### src/sv/assert_macros.svh
// ---------------------------------------------------------------------------
// assert_macros.svh
// Concurrent assertion shorthands shared by the filter modules
// ---------------------------------------------------------------------------
`ifndef ASSERT_MACROS_SVH
`define ASSERT_MACROS_SVH

// checked on every edge outside reset
`define WLP_ASSERT(lbl, prop, msg) \
  lbl: assert property (@(posedge clk) disable iff (!rst_n) prop) else $error(msg);

// checked on every edge, reset included
`define WLP_ASSERT_ALWAYS(lbl, prop, msg) \
  lbl: assert property (@(posedge clk) prop) else $error(msg);

`endif

### src/sv/wlp_pkg.sv
// ---------------------------------------------------------------------------
// wlp_pkg
// Shared types and constants of the weighted 3x3 low-pass filter
// ---------------------------------------------------------------------------
package wlp_pkg;

  localparam int MAX_WIDTH_DEF = 256;
  localparam int CFG_AW        = 2;
  localparam int CFG_DW        = 16;
  localparam int DIV_STEPS     = 8;

  localparam logic [CFG_AW-1:0] REG_CW = 2'd0;
  localparam logic [CFG_AW-1:0] REG_FW = 2'd1;
  localparam logic [CFG_AW-1:0] REG_FH = 2'd2;

  localparam logic [5:0]  CW_RESET = 6'd2;
  localparam logic [8:0]  FW_RESET = 9'd256;
  localparam logic [15:0] FH_RESET = 16'd256;

  localparam logic CMD_PIXEL = 1'b0;
  localparam logic CMD_DRAIN = 1'b1;

  // line store read address sources
  localparam logic [1:0] RD_COL   = 2'd0;
  localparam logic [1:0] RD_LEFT  = 2'd1;
  localparam logic [1:0] RD_MID   = 2'd2;
  localparam logic [1:0] RD_RIGHT = 2'd3;

  typedef struct packed {
    logic [5:0]  cw;
    logic [8:0]  fw;
    logic [15:0] fh;
  } wlp_cfg_t;

  typedef struct packed {
    logic       ld_in;
    logic       mem_rd;
    logic [1:0] rd_sel;
    logic       pix_commit;
    logic       gather;
    logic       gsel;
    logic       dcap;
    logic [1:0] dcol;
    logic       drain_commit;
    logic       mul;
    logic       sum;
    logic       div_step;
    logic       out_load;
  } wlp_cmd_t;

  typedef struct packed {
    logic kind;
    logic done;
    logic emit0;
    logic emit1;
    logic out_full;
  } wlp_sts_t;

endpackage

### src/sv/wlp_ctrl.sv
// ---------------------------------------------------------------------------
// wlp_ctrl
// Sequencer: steps each request through line store access, window update
// or drain read, then per result: multiply, sum, bit-serial divide, hand-off
// ---------------------------------------------------------------------------
`include "assert_macros.svh"
module wlp_ctrl (
  input  logic              clk,
  input  logic              rst_n,
  input  logic              in_valid,
  output logic              in_ready,
  input  wlp_pkg::wlp_sts_t sts,
  output wlp_pkg::wlp_cmd_t cmd
);
  import wlp_pkg::*;

  localparam logic [3:0] S_IDLE  = 4'd0;
  localparam logic [3:0] S_CHECK = 4'd1;
  localparam logic [3:0] S_PRD   = 4'd2;
  localparam logic [3:0] S_PWR   = 4'd3;
  localparam logic [3:0] S_GATH  = 4'd4;
  localparam logic [3:0] S_MUL   = 4'd5;
  localparam logic [3:0] S_SUM   = 4'd6;
  localparam logic [3:0] S_DIV   = 4'd7;
  localparam logic [3:0] S_PUT   = 4'd8;
  localparam logic [3:0] S_DRD0  = 4'd9;
  localparam logic [3:0] S_DRD1  = 4'd10;
  localparam logic [3:0] S_DRD2  = 4'd11;
  localparam logic [3:0] S_DRD3  = 4'd12;

  localparam int SW = $clog2(DIV_STEPS);

  logic [3:0]    state_r, state_nxt;
  logic [SW-1:0] step_r, step_nxt;
  logic          pend_r, pend_nxt;
  logic          gsel_r, gsel_nxt;

  always_ff @(posedge clk) begin
    if (!rst_n) begin
      state_r <= S_IDLE;
      step_r  <= '0;
      pend_r  <= 1'b0;
      gsel_r  <= 1'b0;
    end else begin
      state_r <= state_nxt;
      step_r  <= step_nxt;
      pend_r  <= pend_nxt;
      gsel_r  <= gsel_nxt;
    end
  end

  always_comb begin
    cmd       = '0;
    in_ready  = 1'b0;
    state_nxt = state_r;
    step_nxt  = step_r;
    pend_nxt  = pend_r;
    gsel_nxt  = gsel_r;
    case (state_r)
      S_IDLE: begin
        in_ready = 1'b1;
        if (in_valid) begin
          cmd.ld_in = 1'b1;
          state_nxt = S_CHECK;
        end
      end
      S_CHECK: begin
        // pixels after the last row and early drain ticks are dropped
        if (sts.kind == CMD_PIXEL) begin
          state_nxt = sts.done ? S_IDLE : S_PRD;
        end else begin
          state_nxt = sts.done ? S_DRD0 : S_IDLE;
        end
      end
      S_PRD: begin
        cmd.mem_rd = 1'b1;
        cmd.rd_sel = RD_COL;
        state_nxt  = S_PWR;
      end
      S_PWR: begin
        cmd.pix_commit = 1'b1;
        if (sts.emit0) begin
          gsel_nxt  = 1'b0;
          pend_nxt  = sts.emit1;
          state_nxt = S_GATH;
        end else if (sts.emit1) begin
          gsel_nxt  = 1'b1;
          pend_nxt  = 1'b0;
          state_nxt = S_GATH;
        end else begin
          state_nxt = S_IDLE;
        end
      end
      S_GATH: begin
        cmd.gather = 1'b1;
        cmd.gsel   = gsel_r;
        state_nxt  = S_MUL;
      end
      S_MUL: begin
        cmd.mul   = 1'b1;
        state_nxt = S_SUM;
      end
      S_SUM: begin
        cmd.sum   = 1'b1;
        step_nxt  = '0;
        state_nxt = S_DIV;
      end
      S_DIV: begin
        cmd.div_step = 1'b1;
        step_nxt     = step_r + 1'b1;
        if (step_r == SW'(DIV_STEPS - 1)) begin
          state_nxt = S_PUT;
        end
      end
      S_PUT: begin
        if (!sts.out_full) begin
          cmd.out_load = 1'b1;
          if (pend_r) begin
            pend_nxt  = 1'b0;
            gsel_nxt  = 1'b1;
            state_nxt = S_GATH;
          end else begin
            state_nxt = S_IDLE;
          end
        end
      end
      S_DRD0: begin
        cmd.mem_rd = 1'b1;
        cmd.rd_sel = RD_LEFT;
        state_nxt  = S_DRD1;
      end
      S_DRD1: begin
        cmd.mem_rd = 1'b1;
        cmd.rd_sel = RD_MID;
        cmd.dcap   = 1'b1;
        cmd.dcol   = 2'd0;
        state_nxt  = S_DRD2;
      end
      S_DRD2: begin
        cmd.mem_rd = 1'b1;
        cmd.rd_sel = RD_RIGHT;
        cmd.dcap   = 1'b1;
        cmd.dcol   = 2'd1;
        state_nxt  = S_DRD3;
      end
      S_DRD3: begin
        cmd.dcap         = 1'b1;
        cmd.dcol         = 2'd2;
        cmd.drain_commit = 1'b1;
        state_nxt        = S_MUL;
      end
      default: begin
        state_nxt = S_IDLE;
      end
    endcase
  end

  `WLP_ASSERT(a_accept_to_check, in_valid && in_ready |=> state_r == S_CHECK,
    "accepted request did not move to check")
  `WLP_ASSERT(a_load_when_free, cmd.out_load |-> !sts.out_full,
    "result loaded over a pending result")
  `WLP_ASSERT(a_div_count, state_r == S_PUT |-> step_r == '0,
    "divide did not run all steps")

endmodule

### config.mk
export PLATFORM = sky130hd
export DESIGN_NAME = wlp_ctrl
export DESIGN_NICKNAME = d
export VERILOG_FILES = /design/src/sv/wlp_pkg.sv /design/src/sv/wlp_ctrl.sv
export VERILOG_INCLUDE_DIRS = /design/src /design/src/sv
export SDC_FILE = /design/constraint.sdc
export NUM_CORES = 1
export LEC_CHECK = 0
export BUFFER_PORTS_ARGS = -buffer_cell sky130_fd_sc_hd__buf_2
export CAP_MARGIN = 20
export CORE_MARGIN = 1.5
export CORE_UTILIZATION = 48
export DETAILED_ROUTE_END_ITERATION = 16
export GPL_TIMING_DRIVEN = 0
export PLACE_DENSITY = 0.78
export SYNTH_ARGS = -nofsm -noshare
export SYNTH_HDL_FRONTEND = slang
export SYNTH_SLANG_ARGS = --single-unit
### constraint.sdc
create_clock -name clk -period 1.75 [get_ports clk]
set_input_delay 0.35 -clock clk [delete_from_list [all_inputs] [get_ports clk]]
set_output_delay 0.35 -clock clk [all_outputs]
set_load 0.1 [all_outputs]
==> results of run 1 <==
-- cells by family after synthesis --
logic type	count (synthesis)	synth area share, %
AOI/OAI and AO/OA	23	23.5
xor gates and xnor gates	1	1.21
adders and majority gates	2	3.45
buffers and inverters	12	7.77
DFF	9	24.9
muxes	2	2.76
and+or+nand+nor	52	36.4
-- per-stage QoR --
step | instance area, um^2 | setup WS (ps) | TNS [ps]
after CTS | 1290 | 2.29 | 0
after detailed placement | 1030 | -111 | -366
after global placement | 1030 | -70.0 | -243
after floorplan | 892 | -674 | -2610
-- synthesized netlist by cell type --
cell,instances,area share [%]
sky130_fd_sc_hd__o21ai_1,2,1.4
sky130_fd_sc_hd__nand3b_1,1,1.0
sky130_fd_sc_hd__nand2_2,1,0.86
sky130_fd_sc_hd__o2bb2ai_2,1,2.1
sky130_fd_sc_hd__and2_1,3,2.6
sky130_fd_sc_hd__o31a_1,2,2.4
sky130_fd_sc_hd__or2_2,1,0.86
sky130_fd_sc_hd__nor4_1,2,1.7
sky130_fd_sc_hd__nor4bb_1,1,1.4
sky130_fd_sc_hd__a311oi_1,1,1.2
sky130_fd_sc_hd__nand3_1,4,2.8
sky130_fd_sc_hd__o311a_1,2,2.8
sky130_fd_sc_hd__nor3b_2,1,1.7
sky130_fd_sc_hd__o211ai_1,1,1.0
sky130_fd_sc_hd__nor2b_1,2,1.7
sky130_fd_sc_hd__nor2_1,17,8.8
sky130_fd_sc_hd__ha_1,2,3.5
sky130_fd_sc_hd__or4b_1,1,1.4
sky130_fd_sc_hd__o21a_1,1,1.0
sky130_fd_sc_hd__nand2b_1,3,2.6
sky130_fd_sc_hd__and3_1,2,1.7
sky130_fd_sc_hd__o221ai_1,1,1.2
sky130_fd_sc_hd__o22ai_1,2,1.7
sky130_fd_sc_hd__a21oi_1,8,5.5
sky130_fd_sc_hd__inv_1,4,2.1
sky130_fd_sc_hd__nand2_1,10,5.2
sky130_fd_sc_hd__inv_2,1,0.52
sky130_fd_sc_hd__xnor2_1,1,1.2
sky130_fd_sc_hd__buf_2,6,4.1
sky130_fd_sc_hd__o31ai_1,1,1.0
sky130_fd_sc_hd__mux2i_1,2,2.8
sky130_fd_sc_hd__nor3_1,3,2.1
sky130_fd_sc_hd__a311oi_2,1,2.1
sky130_fd_sc_hd__buf_4,1,1.0
sky130_fd_sc_hd__dfxtp_1,9,25
-- timing repair --
action,CTS
buffers inserted,10
endpoints found under the setup margin,16
gates resized for setup,51
pin swaps,1
==> impl_summary.txt, run 1 <==
----------------------------------------------------
[Outcome]
  Status ... did not finish
  Failing step ... global routing
  Error ... [ERROR DPL-0038] Utilization greater than 100%, impossible to legalize

[Placement]
  Placed instance count ... 139
  Count of port buffers added during placement ... 23
  Placed wire-length estimate ... 1.50 mm
  Routability cong. ... 0.831

[Yosys]
  Count of distinct cell types in the synthesized netlist ... 35
  Mapped Cells ... 101
  Post-synth design cell area ... 724 um^2
  Post-Synthesis Mean Instance Area ... 7.17 um^2
  YS warnings ... 0
  Portion of the post-synthesis area used by sequential elements ... 24.9%
  Mapped Nets ... 111
  Number of register bits inferred by synthesis ... 9

[Clock tree]
  Deepest level of the CTS H-tree ... 1
  Clk sink count ... 9
  Number of buffers added by the clock tree synthesis step ... 3
  Total of hold buffers inserted after clock tree synthesis ... 0
  Cell at the root of the clock tree ... sky130_fd_sc_hd__clkbuf_4
  CTS max path bufs ... 2

[Floorplanning]
  Die height ... 41.9 um
  Die boundary width ... 41.9 um
  Placement Rows ... 13
  Starting density of the core ... 53.7%
  Io pins ... 24

[STA]
  Worst_ep kind ... top-level output
  Endpoint with the least setup slack after the last global-route repair ... cmd[14]

[Global routing]
  Pin count of the biggest net entering global routing ... 11

----------------------------------------------------
==> run 2, diff against run 1 <==
--- a/config.mk
+++ b/config.mk
@@ -8,11 +8,11 @@
 export LEC_CHECK = 0
 export BUFFER_PORTS_ARGS = -buffer_cell sky130_fd_sc_hd__buf_2
 export CAP_MARGIN = 20
-export CORE_MARGIN = 1.5
-export CORE_UTILIZATION = 48
+export CORE_AREA = 2 2 63 65
 export DETAILED_ROUTE_END_ITERATION = 16
+export DIE_AREA = 0 0 65 67
 export GPL_TIMING_DRIVEN = 0
-export PLACE_DENSITY = 0.78
+export PLACE_DENSITY_LB_ADDON = 0.15
 export SYNTH_ARGS = -nofsm -noshare
 export SYNTH_HDL_FRONTEND = slang
 export SYNTH_SLANG_ARGS = --single-unit
==> impl_summary.txt, run 2 <==
----------------------------------------------------
[Yosys]
  Post-Synthesis Mean Instance Area ... 7.17 um^2
  Top_reg_cell synth ... sky130_fd_sc_hd__dfxtp_1
  Number of enable flip-flop cells after synthesis ... 0
  Fraction of synthesis flops using an asynchronous set or reset pin ... 0%
  Dominant cells by area after synthesis ... sky130_fd_sc_hd__dfxtp_1, sky130_fd_sc_hd__nor2_1, sky130_fd_sc_hd__a21oi_1, sky130_fd_sc_hd__nand2_1, sky130_fd_sc_hd__buf_2
  Mapped Nets ... 111
  Share of Yosys cell area claimed by the top area cell type ... 24.9%
  Post-synth top area cell ... sky130_fd_sc_hd__dfxtp_1
  Top cells by count, synth ... sky130_fd_sc_hd__nor2_1, sky130_fd_sc_hd__nand2_1, sky130_fd_sc_hd__dfxtp_1
  Count leader, synth ... sky130_fd_sc_hd__nor2_1
  Post-synth design cell area ... 724 um^2
  Number of register bits inferred by synthesis ... 9
  YS warnings ... 0
  Mapped Cells ... 101
  Portion of the post-synthesis area used by sequential elements ... 24.9%
  Count of distinct cell types in the synthesized netlist ... 35

[Clock tree]
  Deepest level of the CTS H-tree ... 1
  Clk sink count ... 9
  CTS max path bufs ... 2
  Cell at the root of the clock tree ... sky130_fd_sc_hd__clkbuf_8
  Worst skew pair latency ... 230 ps
  Clock transition time at the flip-flop clock pins of the worst setup and hold paths ... 40 ps
  Number of buffers added by the clock tree synthesis step ... 3
  CTS tree ... yes

[Placement]
  Placed wire-length estimate ... 1.77 mm
  Placed instance count ... 172
  Routability cong. ... 0.742
  Post-place instance area ... 1070 um^2
  Count of port buffers added during placement ... 23

[Power]
  Static Leak ... 0.544 nW
  Pwr dens ... 578 nW/um^2
  Final Total Pwr ... 0.000796 W
  IR Drop Worst-Case VDD ... 0.000342 V

[Final layout]
  Area of the multi-input gates ... 654 um^2
  Register area ... 189 um^2
  Flip-flop count of the largest register after layout ... 4
  Largest regs ... state_r (4), step_r (3)
  Layout Cell Area excl Fill ... 1380 um^2
  Most common cell after layout, fill and taps aside ... sky130_fd_sc_hd__buf_4
  Highest-count cells in the layout ignoring fill and taps ... sky130_fd_sc_hd__buf_4, sky130_fd_sc_hd__nor2_1
  Register with the highest flop count ... state_r
  Fraction of layout instances using a drive strength above 1 ... 51.5%
  Diode insertion count for antenna repair ... 0
  Final non-filler cell total ... 182
  Number of fill cells ... 365
  P&R area growth vs syn ... 90.2%
  Post-layout nets ... 145

[Critical path]
  Library cell appearing most often on the critical path ... sky130_fd_sc_hd__buf_12
  Largest stage delay on the critical path ... 370 ps
  Data required time at the worst endpoint ... 1400 ps
  Worst path arrival time ... 1380 ps
  Critical Path Slowest Stage Cell ... sky130_fd_sc_hd__dfxtp_4
  Critical path cell sequence ... buf_12, buf_12, nor4_4, buf_6
  Crit. End Element ... primary output
  Sort of element at the start of the critical path ... register
  Critical Path Fanout Max ... 7
  Critical setup path kind ... reg -> out
  Reg2Reg Setup Slack ... 310 ps

[STA]
  Crit share post-route ... 98.9%
  Number of failing hold endpoints at the final stage ... 0
  Headroom to the max-slew limit ... 79.3%
  Final setup violation count ... 0
  Setup TNS ... 0 ps
  Max Transition Viols Final ... 0
  Final Critical Period ... 1730 ps
  Worst clock skew on the final layout ... 1.06 ps
  Max frequency ... 0.578 GHz
  Worst-Margin Slew ... 307 ps
  Unrepaired setup endpoints after global routing ... yes

[Floorplanning]
  Core region area ... 3610 um^2
  Placement Rows ... 22
  Overall die area ... 4360 um^2
  Io pins ... 24
  Die boundary width ... 65 um
  Die height ... 67 um
  Starting density of the core ... 20.1%

[Detailed routing]
  Number of detailed-routing iterations run before antenna repair ... 4
  Wire per inst ... 13.3 um
  Average via count per standard cell ... 4.60
  DR iter-0 viols ... 35
  Final ANT Viol Nets ... 0
  DRC errors left ... 0
  Final Routed Wirelength ... 2.42 mm
  Routed vias ... 838

[Global routing]
  Leftover overflow at the end of global routing ... 0
  Total global routing track utilization ... 12.2%
  Initial antenna violation count ... 0
  Pin count of the biggest net entering global routing ... 11
  Wire length of the first global-routing pass ... 4.04 mm
  Via count of the first global-routing pass ... 880

[Hold path]
  Hold WC Path Type ... in -> reg

[Run]
  Max-cap violations ... 0

[Outcome]
  Status ... complete, no violations

----------------------------------------------------
-- run 2: cell counts after synthesis --
No cell type changed its count.
-- run 2: critical path, delay by kind of cell, from the launching register on --
| family | cells | cell delay, ps |
|---|---|---|
| buffers and inverters | 3 | 520 |
| flip-flops | 1 | 370 |
| AND/OR/NAND/NOR | 1 | 260 |
-- run 2: stage by stage --
stage	setup WS (ps)	hold slack (ps)	util, %
3_5_place_dp	-123	449	29.6
4_1_cts	-39.6	393	34.3
3_3_place_gp	-109	447	29.6
2_1_floorplan	-674	436	-
5_1_grt	-59.7	398	38.2
6_report	19.0	401	38.2
-- run 2: metal layers --
metal / wire, um / up-vias / track usage [%]
li1: - / 429 / -
met1: 1130 / 384 / 14.8
met2: 1140 / 20 / 20.2
met3: 121 / 5 / 4.05
met4: 25 / 0 / 3.99
met5: 0 / - / 0
-- run 2: area by class of cell --
class	count	area share, %
multi-input combinational	80	47.5
timing repair buffer	29	21.3
clock buffer	4	3.27
tap	48	4.36
buffer	7	8.54
sequential	9	13.7
inverter	5	1.36
-- run 2: where the power goes --
part | switching (W) | internal (W)
Combinational | 0.000197 | 0.000131
Sequential | 0.0000146 | 0.000214
Clock | 0.0000816 | 0.000159
Total | 0.000293 | 0.000503
-- run 2: kinds of logic (layout without fill, tap and decap cells) --
| kind of cell | Yosys count | after routing | share of synthesized area (%) |
|---|---|---|---|
| muxes | 2 | 2 | 2.76 |
| adders and majority gates | 2 | 2 | 3.45 |
| DFF | 9 | 9 | 24.9 |
| and+or+nand+nor | 52 | 52 | 36.4 |
| buffers and inverters | 12 | 45 | 7.77 |
| AOI/OAI and AO/OA | 23 | 23 | 23.5 |
| xor gates and xnor gates | 1 | 1 | 1.21 |
-- run 2: final timing paths --
check / from / end / depth (start not counted)
worst max-delay path: state_r[0] / cmd[0] / 4
worst min-delay path: rst_n / state_r[1] / 2
worst max register to register: state_r[0] / gsel_r / 6
worst min register to register: step_r[2] / step_r[2] / 2
-- run 2: timing repair --
action	CTS	global route
setup buffers	0	5
endpoints found under the setup margin	16	12
hold buffers	0	0
pin swaps	0	2
resized for setup	41	24
gates cloned	0	1
Power figures use the tool's default switching activity.
